## src/sv/cwc_pkg.sv

```systemverilog
// ---------------------------------------------------------------------------
// cwc_pkg
// Shared constants, types and helpers for the case-insensitive whole-word
// counter: pattern geometry, ascii codes and configuration register indexes.
// ---------------------------------------------------------------------------
package cwc_pkg;

  // pattern and history geometry
  localparam int MAX_PATTERN = 16;
  localparam int HIST_DEPTH  = MAX_PATTERN + 1;
  localparam int PAT_IDX_W   = (MAX_PATTERN > 1) ? $clog2(MAX_PATTERN) : 1;
  localparam int FILL_W      = $clog2(HIST_DEPTH + 1);
  localparam int LEN_W       = 5;
  localparam int CFG_DATA_W  = 64;
  localparam int CFG_IDX_W   = 2;
  localparam int PAT_BITS    = 2 * CFG_DATA_W;

  // counter widths: internal saturating counter and the result field
  localparam int COUNT_WIDTH = 16;
  localparam int WORD_W      = 16;
  localparam logic [COUNT_WIDTH-1:0] COUNT_MAX = {COUNT_WIDTH{1'b1}};

  // ascii codes
  localparam logic [7:0] ASCII_SPACE   = 8'd32;
  localparam logic [7:0] ASCII_UPPER_A = 8'd65;
  localparam logic [7:0] ASCII_UPPER_Z = 8'd90;
  localparam logic [7:0] ASCII_LOWER_A = 8'd97;
  localparam logic [7:0] ASCII_LOWER_Z = 8'd122;
  localparam logic [7:0] CASE_OFFSET   = ASCII_LOWER_A - ASCII_UPPER_A;

  typedef logic [7:0] byte_t;

  // configuration register indexes
  typedef enum logic [CFG_IDX_W-1:0] {
    CFG_PAT_LOW  = 2'd0,
    CFG_PAT_HIGH = 2'd1,
    CFG_PAT_LEN  = 2'd2
  } cfg_idx_e;

  // map upper-case letters onto lower case
  function automatic byte_t fold(input byte_t b);
    if (b >= ASCII_UPPER_A && b <= ASCII_UPPER_Z) begin
      return b + CASE_OFFSET;
    end
    return b;
  endfunction

  function automatic logic is_letter(input byte_t b);
    return (b >= ASCII_UPPER_A && b <= ASCII_UPPER_Z) ||
           (b >= ASCII_LOWER_A && b <= ASCII_LOWER_Z);
  endfunction

endpackage

```

## src/sv/cwc_text_if.sv

```systemverilog
// ---------------------------------------------------------------------------
// cwc_text_if
// Input channel of the word counter: one text byte per request.
// ---------------------------------------------------------------------------
interface cwc_text_if;
  logic           valid;
  logic           ready;
  cwc_pkg::byte_t text_byte;
  logic           end_of_text;

  modport source (output valid, output text_byte, output end_of_text, input ready);
  modport sink   (input valid, input text_byte, input end_of_text, output ready);
endinterface

```

## src/sv/cwc_result_if.sv

```systemverilog
// ---------------------------------------------------------------------------
// cwc_result_if
// Result channel of the word counter: running count per text byte.
// ---------------------------------------------------------------------------
interface cwc_result_if;
  logic                       valid;
  logic                       ready;
  logic [cwc_pkg::WORD_W-1:0] word_count;
  logic                       text_done;

  modport source (output valid, output word_count, output text_done, input ready);
  modport sink   (input valid, input word_count, input text_done, output ready);
endinterface

```

## src/sv/case_insensitive_word_counter.sv

```systemverilog
// ---------------------------------------------------------------------------
// case_insensitive_word_counter
// Counts whole-word, case-insensitive occurrences of a configured pattern
// of up to 16 characters in a byte stream, overlaps included.
// ---------------------------------------------------------------------------
//  channel   | dir | handshake     | payload
//  ----------+-----+---------------+---------------------------------------
//  text_i    | in  | valid/ready   | text_byte[7:0], end_of_text
//  result_o  | out | valid/ready   | word_count[15:0], text_done
//  cfg       | in  | cfg_we_i      | cfg_idx_i[1:0], cfg_data_i[63:0]
//
//  one request per cycle unless the output is stalled; its result shows in
//  the output register in the cycle after acceptance; the compare is combinational
//  reset clears history to spaces, count to zero, pattern length to one
//  a stalled result holds the output register; a new request is taken
//  whenever the output register is empty or being drained in that cycle
// ---------------------------------------------------------------------------
module case_insensitive_word_counter (
  input  logic                                clk_i,
  input  logic                                rst_ni,
  cwc_text_if.sink                            text_i,
  cwc_result_if.source                        result_o,
  input  logic                                cfg_we_i,
  input  logic [cwc_pkg::CFG_IDX_W-1:0]       cfg_idx_i,
  input  logic [cwc_pkg::CFG_DATA_W-1:0]      cfg_data_i
);

  localparam int MaxPat = cwc_pkg::MAX_PATTERN;
  localparam int Depth  = cwc_pkg::HIST_DEPTH;
  localparam int CntW   = cwc_pkg::COUNT_WIDTH;

  // configuration registers
  logic [cwc_pkg::CFG_DATA_W-1:0] pat_low_q, pat_high_q;
  logic [cwc_pkg::LEN_W-1:0]      pat_len_q;

  // text state: folded history (newest first), fill level, count
  cwc_pkg::byte_t             hist_q [Depth];
  cwc_pkg::byte_t             hist_d [Depth];
  logic [cwc_pkg::FILL_W-1:0] fill_q, fill_d;
  logic [CntW-1:0]            count_q, count_d;

  // output register
  logic                       out_valid_q;
  logic [cwc_pkg::WORD_W-1:0] out_count_q;
  logic                       out_done_q;

  logic                        in_acc;
  cwc_pkg::byte_t              win [Depth+1];
  cwc_pkg::byte_t              pat [MaxPat];
  logic [cwc_pkg::PAT_BITS-1:0] pat_all;
  logic                        eq [Depth][MaxPat];
  logic [MaxPat-1:0]           hit_prev, hit_end;
  logic                        len_ok;
  logic [cwc_pkg::PAT_IDX_W-1:0] len_sel;
  logic                        bump_prev, bump_end;
  logic [CntW:0]               count_sum;

  // handshake
  assign text_i.ready = !out_valid_q || result_o.ready;
  assign in_acc       = text_i.valid && text_i.ready;

  assign result_o.valid      = out_valid_q;
  assign result_o.word_count = out_count_q;
  assign result_o.text_done  = out_done_q;

  // configuration writes
  always_ff @(posedge clk_i or negedge rst_ni) begin
    if (!rst_ni) begin
      pat_low_q  <= '0;
      pat_high_q <= '0;
      pat_len_q  <= cwc_pkg::LEN_W'(1);
    end else if (cfg_we_i) begin
      unique case (cwc_pkg::cfg_idx_e'(cfg_idx_i))
        cwc_pkg::CFG_PAT_LOW:  pat_low_q  <= cfg_data_i;
        cwc_pkg::CFG_PAT_HIGH: pat_high_q <= cfg_data_i;
        cwc_pkg::CFG_PAT_LEN:  pat_len_q  <= cfg_data_i[cwc_pkg::LEN_W-1:0];
        default: ;
      endcase
    end
  end

  // folded window: current byte then history
  assign pat_all = {pat_high_q, pat_low_q};

  always_comb begin
    win[0] = cwc_pkg::fold(text_i.text_byte);
    for (int j = 0; j < Depth; j++) begin
      win[j+1] = hist_q[j];
    end
    for (int i = 0; i < MaxPat; i++) begin
      pat[i] = cwc_pkg::fold(pat_all[8*i +: 8]);
    end
  end

  // every window byte against every pattern character
  always_comb begin
    for (int j = 0; j < Depth; j++) begin
      for (int i = 0; i < MaxPat; i++) begin
        eq[j][i] = (win[j] == pat[i]);
      end
    end
  end

  // candidate matches for each length, ending at the previous byte and at this one
  always_comb begin
    logic ok_prev, ok_end;
    for (int l = 1; l <= MaxPat; l++) begin
      ok_prev = 1'b1;
      ok_end  = 1'b1;
      for (int i = 0; i < MaxPat; i++) begin
        if (i < l) begin
          ok_prev = ok_prev && eq[l-i][i];
          ok_end  = ok_end && eq[l-1-i][i];
        end
      end
      hit_prev[l-1] = ok_prev && (win[l+1] == cwc_pkg::ASCII_SPACE) &&
                      (fill_q >= cwc_pkg::FILL_W'(l));
      hit_end[l-1]  = ok_end && (win[l] == cwc_pkg::ASCII_SPACE) &&
                      (fill_q >= cwc_pkg::FILL_W'(l - 1));
    end
  end

  // effective length: zero never matches, overlong clamps to the maximum
  always_comb begin
    len_ok  = (pat_len_q != '0);
    len_sel = cwc_pkg::PAT_IDX_W'(MaxPat - 1);
    if (pat_len_q <= cwc_pkg::LEN_W'(MaxPat) && len_ok) begin
      len_sel = cwc_pkg::PAT_IDX_W'(pat_len_q - cwc_pkg::LEN_W'(1));
    end
  end

  assign bump_prev = len_ok && hit_prev[len_sel] && !cwc_pkg::is_letter(text_i.text_byte);
  assign bump_end  = len_ok && text_i.end_of_text && hit_end[len_sel];

  // saturating count update
  always_comb begin
    count_sum = {1'b0, count_q} + (CntW+1)'(bump_prev) + (CntW+1)'(bump_end);
    count_d   = (count_sum > {1'b0, cwc_pkg::COUNT_MAX}) ? cwc_pkg::COUNT_MAX
                                                         : count_sum[CntW-1:0];
  end

  // next text state: shift in, or clear at end of text
  always_comb begin
    if (text_i.end_of_text) begin
      for (int j = 0; j < Depth; j++) begin
        hist_d[j] = cwc_pkg::ASCII_SPACE;
      end
      fill_d = '0;
    end else begin
      hist_d[0] = win[0];
      for (int j = 1; j < Depth; j++) begin
        hist_d[j] = hist_q[j-1];
      end
      fill_d = (fill_q < cwc_pkg::FILL_W'(Depth)) ? fill_q + cwc_pkg::FILL_W'(1) : fill_q;
    end
  end

  // text state registers
  always_ff @(posedge clk_i or negedge rst_ni) begin
    if (!rst_ni) begin
      for (int j = 0; j < Depth; j++) begin
        hist_q[j] <= cwc_pkg::ASCII_SPACE;
      end
      fill_q  <= '0;
      count_q <= '0;
    end else if (in_acc) begin
      hist_q  <= hist_d;
      fill_q  <= fill_d;
      count_q <= text_i.end_of_text ? '0 : count_d;
    end
  end

  // output register valid
  always_ff @(posedge clk_i or negedge rst_ni) begin
    if (!rst_ni) begin
      out_valid_q <= 1'b0;
    end else if (in_acc) begin
      out_valid_q <= 1'b1;
    end else if (result_o.ready) begin
      out_valid_q <= 1'b0;
    end
  end

  // output register payload
  always_ff @(posedge clk_i) begin
    if (in_acc) begin
      out_count_q <= cwc_pkg::WORD_W'(count_d);
      out_done_q  <= text_i.end_of_text;
    end
  end

endmodule

```

## src/flat_wrapper.sv

```systemverilog
// flat-port wrapper written by rule: the top's interface ports become plain ports
module case_insensitive_word_counter_flat 
  (clk_i, rst_ni, cfg_we_i, cfg_idx_i, cfg_data_i, text_i_valid, text_i_text_byte, text_i_end_of_text, text_i_ready, result_o_valid, result_o_word_count, result_o_text_done, result_o_ready);
  cwc_text_if text_i_i ();
  cwc_result_if result_o_i ();
  input  logic clk_i;
  input  logic rst_ni;
  input  logic cfg_we_i;
  input  logic [cwc_pkg::CFG_IDX_W-1:0] cfg_idx_i;
  input  logic [cwc_pkg::CFG_DATA_W-1:0] cfg_data_i;
  input wire logic [$bits(text_i_i.valid)-1:0] text_i_valid;
  input wire logic [$bits(text_i_i.text_byte)-1:0] text_i_text_byte;
  input wire logic [$bits(text_i_i.end_of_text)-1:0] text_i_end_of_text;
  output wire logic [$bits(text_i_i.ready)-1:0] text_i_ready;
  output wire logic [$bits(result_o_i.valid)-1:0] result_o_valid;
  output wire logic [$bits(result_o_i.word_count)-1:0] result_o_word_count;
  output wire logic [$bits(result_o_i.text_done)-1:0] result_o_text_done;
  input wire logic [$bits(result_o_i.ready)-1:0] result_o_ready;
  assign text_i_i.valid = text_i_valid;
  assign text_i_i.text_byte = text_i_text_byte;
  assign text_i_i.end_of_text = text_i_end_of_text;
  assign text_i_ready = text_i_i.ready;
  assign result_o_valid = result_o_i.valid;
  assign result_o_word_count = result_o_i.word_count;
  assign result_o_text_done = result_o_i.text_done;
  assign result_o_i.ready = result_o_ready;
  case_insensitive_word_counter u_core (.clk_i(clk_i), .rst_ni(rst_ni), .text_i(text_i_i), .result_o(result_o_i), .cfg_we_i(cfg_we_i), .cfg_idx_i(cfg_idx_i), .cfg_data_i(cfg_data_i));
endmodule
```

## config.mk

```make
export PLATFORM = sky130hd
export DESIGN_NAME = case_insensitive_word_counter_flat
export DESIGN_NICKNAME = d
export VERILOG_FILES = /design/src/sv/cwc_pkg.sv /design/src/sv/cwc_text_if.sv /design/src/sv/cwc_result_if.sv /design/src/sv/case_insensitive_word_counter.sv /design/src/flat_wrapper.sv
export SDC_FILE = /design/constraint.sdc
export NUM_CORES = 2
export LEC_CHECK = 0
export BUFFER_PORTS_ARGS = -buffer_cell sky130_fd_sc_hd__clkbuf_2
export CORE_MARGIN = 5
export CORE_UTILIZATION = 35
export CTS_BUF_LIST = sky130_fd_sc_hd__clkbuf_4 sky130_fd_sc_hd__clkbuf_8 sky130_fd_sc_hd__clkbuf_16
export DETAILED_ROUTE_END_ITERATION = 10
export PLACE_DENSITY = 0.46
export SLEW_MARGIN = 0
export SYNTH_ARGS = -nofsm -noshare
export SYNTH_HDL_FRONTEND = slang
export SYNTH_SLANG_ARGS = --single-unit
```

## constraint.sdc

```tcl
create_clock -name clk_i -period 5.9 [get_ports clk_i]
set_input_delay 0.885 -clock clk_i [delete_from_list [all_inputs] [get_ports clk_i]]
set_output_delay 0.885 -clock clk_i [all_outputs]
set_load 0.03 [all_outputs]
```

## After elaboration in Yosys (flattened, before gate mapping)

Cells that the tools add are included.
W data, S select, Z words.

| operators by class | value |
|---|---|
| add/subtract/negate cells | 21 |
| $mul | 0 |
| divide/modulo/power cells | 0 |
| order comparisons | 57 |
| equality and inequality tests | 171 |
| shift-type cells | 0 |
| multiplexer cells | 63 |
| bitwise logic cells | 0 |
| reductions and logical operators | 235 |

Operators with widths:

| operator | count |
|---|---|
| $eq A8 B8 Y1 | 152 |
| $mux W8 | 34 |
| $logic_and A1 B1 Y1 | 223 |
| $ge A8 B7 Y1 const B | 18 |
| $le A8 B7 Y1 const B | 18 |
| $add A8 B6 Y8 const B | 17 |
| $eq A8 B6 Y1 const B | 17 |
| $mux W136 | 1 |
| $ge A5 B4 Y1 const B | 8 |
| $mux W16 | 2 |
| $mux W1 | 21 |
| $ge A5 B3 Y1 const B | 4 |
| $add A16 B1 Y17 | 1 |
| $add A17 B1 Y17 | 1 |
| $gt A17 B16 Y1 const B | 1 |
| $ge A5 B1 Y1 const B | 2 |
| $ge A5 B2 Y1 const B | 2 |
| $mux W5 | 2 |
| $bmux W1 S4 | 2 |
| $reduce_and A2 Y1 | 4 |
| $add A5 B1 Y5 const B | 1 |
| $ge A5 B5 Y1 const B | 1 |
| $le A5 B5 Y1 const B | 1 |
| $lt A4 B5 Y1 const B | 1 |
| 10 further kinds | 13 |

| storage, ports and cells | value |
|---|---|
| register bits | 308 |
| bits in latches | 0 |
| bits in writable memories | 0 |
| bits in read-only memories | 0 |
| input port bits | 80 |
| output and inout port bits | 19 |
| word-level logic and storage cells | 572 |
| memories kept | 0 |

## Depth between registers and ports, before layout

| depth | value |
|---|---|
| depth in word-level cells | 31 |
| gate-level depth with buffers | 24 |
| depth with buffers taken out | 22 |

## Worst setup path before layout

Ideal clock, no wire load.

| timing path | value |
|---|---|
| path kind | input -> register |
| start point | in text_i_text_byte[4] |
| end point | reg u_core.count_q[13] |
| library setup time | 0.121 ns |
| arrival | 5.182 ns |
| required time | 5.779 ns |
| setup slack | 0.597 ns |
| stages | 20 |
| path buffers | 5 |
| cell sequence | clkbuf_1 -> a31oi_1 -> a41oi_1 -> buf_1 -> clkbuf_1 -> xnor2_1 -> nand4_1 -> o22ai_1 -> o22ai_1 -> a221oi_2 -> fa_1 -> ha_1 -> and3_1 -> and3_1 -> and4_1 -> clkbuf_1 -> nand3_1 -> clkbuf_1 -> o21ai_0 -> a22o_1 |

| on the way | value |
|---|---|
| longest elaborated chain between the ends | 15 |
| elaborated cells between the ends (all ways) | 84 |
| classes of those cells | 3 x add/sub; 5 x order compare; 16 x eq/ne; 7 x mux; 53 x reduce/logical |

RTL lines:

| element | line | source |
|---|---|---|
| start: declaration | flat_wrapper.sv:12 | `input wire logic [$bits(text_i_i.text_byte)-1:0] text_i_text_byte;` |
| $ge A8 B7 Y1 / $le A8 B7 Y1 (equally long branches) | cwc_pkg.sv:42, cwc_pkg.sv:49 |  |
| $logic_and A1 B1 Y1 | cwc_pkg.sv:42, cwc_pkg.sv:49 |  |
| $mux W1 | cwc_pkg.sv:42 | `if (b >= ASCII_UPPER_A && b <= ASCII_UPPER_Z) begin` |
| $mux W8 | cwc_pkg.sv:45 | `return b;` |
| $eq A8 B8 Y1 | case_insensitive_word_counter.sv:99 | `eq[j][i] = (win[j] == pat[i]);` |
| $logic_and A1 B1 Y1 | case_insensitive_word_counter.sv:113 | `ok_end = ok_end && eq[l-1-i][i];` |
| $logic_and A1 B1 Y1 (2 in series) | case_insensitive_word_counter.sv:118 | `hit_end[l-1] = ok_end && (win[l] == cwc_pkg::ASCII_SPACE) &&` |
| $bmux W1 S4 | case_insensitive_word_counter.sv:133 | `assign bump_end = len_ok && text_i.end_of_text && hit_end[len_sel];` |
| $mux W1 (not written as such) | case_insensitive_word_counter.sv:133 |  |
| $logic_and A1 B1 Y1 | case_insensitive_word_counter.sv:133 |  |
| $add A17 B1 Y17 * | case_insensitive_word_counter.sv:137 | `count_sum = {1'b0, count_q} + (CntW+1)'(bump_prev) + (CntW+1)'(bump_end);` |
| $gt A17 B16 Y1 | case_insensitive_word_counter.sv:138 | `count_d = (count_sum > {1'b0, cwc_pkg::COUNT_MAX}) ? cwc_pkg::COUNT_MAX` |
| $mux W16 * | case_insensitive_word_counter.sv:138 |  |
| net u_core.count_d[13] | case_insensitive_word_counter.sv:40 | `logic [CntW-1:0] count_q, count_d;` |
| $mux W16 * | case_insensitive_word_counter.sv:169 | `count_q <= text_i.end_of_text ? '0 : count_d;` |
| end signal: assignment | case_insensitive_word_counter.sv:169 |  |
| end: declaration | case_insensitive_word_counter.sv:40 |  |

Mark *: on every way through the listed nets, which the timed path passes. The rest lies on a longest branch. The select of a mux whose other input is x is not followed.
A chain may end at the register's enable or synchronous reset.

## Final worst setup path

| timing path | value |
|---|---|
| start point | reg u_core.hist_q[84] (netlist bit) |
| end point | reg u_core.count_q[12] |

| on the way | value |
|---|---|
| longest elaborated chain between the ends | 19 |
| elaborated cells between the ends (all ways) | 143 |
| classes of those cells | 2 x add/sub; 1 x order compare; 11 x eq/ne; 6 x mux; 123 x reduce/logical |

RTL lines:

| element | line | source |
|---|---|---|
| start: declaration | case_insensitive_word_counter.sv:37 | `cwc_pkg::byte_t hist_q [Depth];` |
| start signal: indexed assignment | case_insensitive_word_counter.sv:162 | `hist_q[j] <= cwc_pkg::ASCII_SPACE;` |
| start signal: assignment | case_insensitive_word_counter.sv:167 | `hist_q <= hist_d;` |
| $eq A8 B8 Y1 | case_insensitive_word_counter.sv:99 |  |
| $logic_and A1 B1 Y1 (on tied branches) (7 in series) | case_insensitive_word_counter.sv:112, case_insensitive_word_counter.sv:113 |  |
| $logic_and A1 B1 Y1 (2 in series) | case_insensitive_word_counter.sv:116 | `hit_prev[l-1] = ok_prev && (win[l+1] == cwc_pkg::ASCII_SPACE) &&` |
| $bmux W1 S4 | case_insensitive_word_counter.sv:132 | `assign bump_prev = len_ok && hit_prev[len_sel] && !cwc_pkg::is_letter(text_i.text_byte);` |
| $mux W1 (not written as such) | case_insensitive_word_counter.sv:132 |  |
| $logic_and A1 B1 Y1 (2 in series) | case_insensitive_word_counter.sv:132 |  |
| $add A16 B1 Y17 | case_insensitive_word_counter.sv:137 |  |
| $add A17 B1 Y17 * | case_insensitive_word_counter.sv:137 |  |
| $gt A17 B16 Y1 | case_insensitive_word_counter.sv:138 |  |
| $mux W16 * | case_insensitive_word_counter.sv:138 |  |
| net u_core.count_d[12] | case_insensitive_word_counter.sv:40 |  |
| $mux W16 * | case_insensitive_word_counter.sv:169 |  |

Marked as above.

==> flow_metrics.py <==
metrics = {
    "floorplan": {
        "die_area_um2": 98000,
        "die_w_um": 313,
        "io_pins": 99,
        "initial_utilization_pct": 35.2,
        "die_height_um": 313,
        "core_area_um2": 91400,
        "rows": 111,
    },
    "clock_network": {
        "worstSkewPairLatency_ns": 0.64,
        "cts_root_buffer": "clkbuf_16",
        "h-tree-depth": 2,
        "cts_buffers": 41,
        "clock_path_buffers": 3,
        "cts_tree": "yes",
        "clock_sink_count": 308,
        "clk_pin_slew_ns": 0.06,
    },
    "layout": {
        "nFillCells": 9288,
        "final_nets": 4547,
        "drive_gt1_share_pct": 29.8,
        "final_cell_mix": "766 x buf_4, 627 x xnor2_1, 418 x xor2_1",
        "postLayoutCellArea_um2": 42000,
        "layout_commonest_cell": "buf_4",
        "fin_util_pct": 46.0,
        "syn2layout_area_growth_pct": 30.7,
        "stdcell_count": 5677,
    },
    "routing": {
        "via_per_inst": 6.72,
        "postRouteAntennaNets": 0,
        "wl_per_cell_um": 44.6,
        "drtIter0Drc": 6806,
        "via_count": 38131,
        "wirelength_um": 253000,
        "drc": 0,
        "drt_first_pass_iters": 6,
    },
    "setup_path": {
        "critPathMaxFanout": 6,
        "cp.arrival_ns": 6.47,
        "critPathLaunchType": "flop",
        "cp_slowest_cell": "nor4_1",
        "crit_required_ns": 6.42,
        "cp.buffers_inverters": 6,
        "slowest_delay_ns": 0.80,
        "crit_type": "flop to flop",
        "r2r.worst_path.cells": 25,
        "cp_common_cell": "buf_4",
        "cp.depth": 25,
        "cp_top_family": "simple AND/OR/NAND/NOR gates",
        "endpoint_kind": "flop",
    },
    "sta": {
        "fin_crit_sh_pct": 101,
        "finalClockSkew_ns": 0.0474,
        "relSlewSlack_pct": 9.99,
        "hold_viol": 0,
        "fin_setup_tns_ns": -0.157,
        "period_needed_ns": 5.95,
        "fin_ws_ns": -0.0529,
        "tightest_slew_ns": 1.34,
        "max_freq_mhz": 168,
        "finalSetupViolCount": 8,
        "whs_ns": 0.160,
        "slew_violations": 0,
    },
    "pwr": {
        "p_leak_nw": 17.2,
        "powerDensity_nw_per_um2": 326,
        "peakVddDrop_v": 0.000260,
        "fin_total_pwr_mw": 13.7,
    },
    "grt": {
        "grt_pass1_vias": 35411,
        "antenna_found_initial": 24,
        "grt_first_pass_wirelength_um": 331000,
        "grt-ovfl-total": 0,
        "grtUsageTotal_pct": 49.5,
        "grt_max_degree": 122,
    },
    "synthesis": {
        "synth_flop_cell": "dfrtp_1",
        "synth.yosys.seq_area_share_pct": 24.3,
        "syn-num-nets": 3978,
        "synth.avg_cell_area_um2": 8.30,
        "ys_async_sr_fraction_pct": 94.5,
        "synth_area_um2": 32100,
        "ys_seq_elements": 308,
        "syn-instance-count": 3873,
        "ys_warn_count": 0,
        "synthDistinctLibCells": 103,
        "synth_edf_count": 17,
    },
    "worst_hold_path": {
        "hp-class": "input port to async pin",
    },
    "place": {
        "place_ws_ns": -0.267,
        "dp_hpwl_um": 198000,
        "portBuffers": 98,
        "dpl.cell_count": 5583,
        "place_area_um2": 40100,
        "gp_congestion": 1.18,
    },
    "outcome": {
        "violations": "negative setup slack",
        "status": "finished, violations left",
    },
    "flow_run": {
        "cap_violations": 0,
    },
}
==> report_power, final <==
| group | total, mW | switching [mW] | internal (mW) |
|---|---|---|---|
| Sequential | 2.87 | 0.484 | 2.39 |
| Clock | 2.67 | 1.14 | 1.54 |
| Combinational | 8.15 | 5.14 | 3.00 |
==> layer usage <==
layer | track usage, % | vias up | wire [um]
met5 | 0.593 | - | 109
met4 | 38.0 | 14 | 26800
met3 | 19.5 | 1200 | 34700
met2 | 67.6 | 3348 | 96200
met1 | 61.9 | 18712 | 95100
li1 | - | 14857 | -
==> flip-flops by register name (all words and copies together) (netlist names) <==
name                        flops
u_core.hist_q                 136
u_core.result_o.word_count     16
u_core.result_o.text_done       1
u_core.pat_len_q                5
u_core.result_o.valid           1
u_core.count_q                 16
u_core.fill_q                   5
u_core.pat_low_q               64
u_core.pat_high_q              64
==> final timing paths <==
check                             startpoint  slack [ns]                   end
max                        u_core.hist_q[84]       -0.05    u_core.count_q[12]
min reg2reg                 u_core.hist_q[5]        0.48      u_core.hist_q[5]
min                                   rst_ni        0.16  u_core.pat_low_q[28]
min in group clk_i            cfg_data_i[39]        0.48  u_core.pat_low_q[39]
max reg2reg                u_core.hist_q[84]       -0.05    u_core.count_q[12]
max in group asynchronous             rst_ni        4.50  u_core.pat_low_q[60]
==> cell type report <==
class                   instances  area [um2]  area share [%]
diodes                         16        40.0          0.0953
flip-flops and latches        308        7840            18.7
clock inverters                16         184           0.438
well taps                    1186        1480            3.53
repair buffers                959        8130            19.4
inverters                      82         315           0.751
clock buffers                  60        1220            2.90
multi-input cells            3050       22800            54.3
==> timing repair <==
item                       4_1_cts  5_1_grt
setup endpoints to repair       32       32
buffers inserted                 0        2
cloned                           0        0
hold buffers                     0        0
pin swaps                        1        7
gates resized for setup         29       83
==> synthesized netlist by cell type (20+ instances only) <==
| cell | instances | share of area, % |
|---|---|---|
| xnor2_1 | 629 | 17 |
| xor2_1 | 419 | 11 |
| dfrtp_1 | 273 | 21 |
| clkbuf_1 | 256 | 3.0 |
| nand2_1 | 249 | 2.9 |
| o21ai_0 | 192 | 3.0 |
| nor4_1 | 176 | 3.4 |
| nand4_1 | 175 | 3.4 |
| mux2_2 | 121 | 4.2 |
| nand2b_1 | 114 | 2.2 |
| buf_1 | 109 | 1.3 |
| nor2_1 | 105 | 1.2 |
| nor3_1 | 72 | 1.1 |
| inv_1 | 67 | 0.78 |
| nand3_1 | 61 | 0.95 |
| a21oi_1 | 60 | 0.93 |
| buf_2 | 55 | 0.86 |
| o22ai_1 | 46 | 0.90 |
| nor2b_1 | 36 | 0.70 |
| o2111ai_1 | 32 | 0.87 |
| o31ai_1 | 32 | 0.75 |
| a22o_1 | 28 | 0.76 |
| a2111oi_0 | 27 | 0.74 |
| a22oi_1 | 26 | 0.61 |
| o221ai_1 | 26 | 0.71 |
| or3_1 | 26 | 0.51 |
| ha_1 | 24 | 0.93 |
| a221oi_1 | 23 | 0.63 |
| and2_1 | 22 | 0.43 |
| nand3b_1 | 22 | 0.51 |
| a31oi_1 | 21 | 0.41 |
| and3_1 | 20 | 0.39 |
| or4_1 | 20 | 0.47 |
==> logic make-up after synthesis <==
group,share of synthesized area (%)
buffers and inverters,6.39
flip-flops,24.3
AND/OR/NAND/NOR,20.2
AO/OA/AOI/OAI,15.1
adder cells (fa/ha/maj),0.996
multiplexers,4.46
XOR/XNOR,28.6
Power figures use the tool's default switching activity.
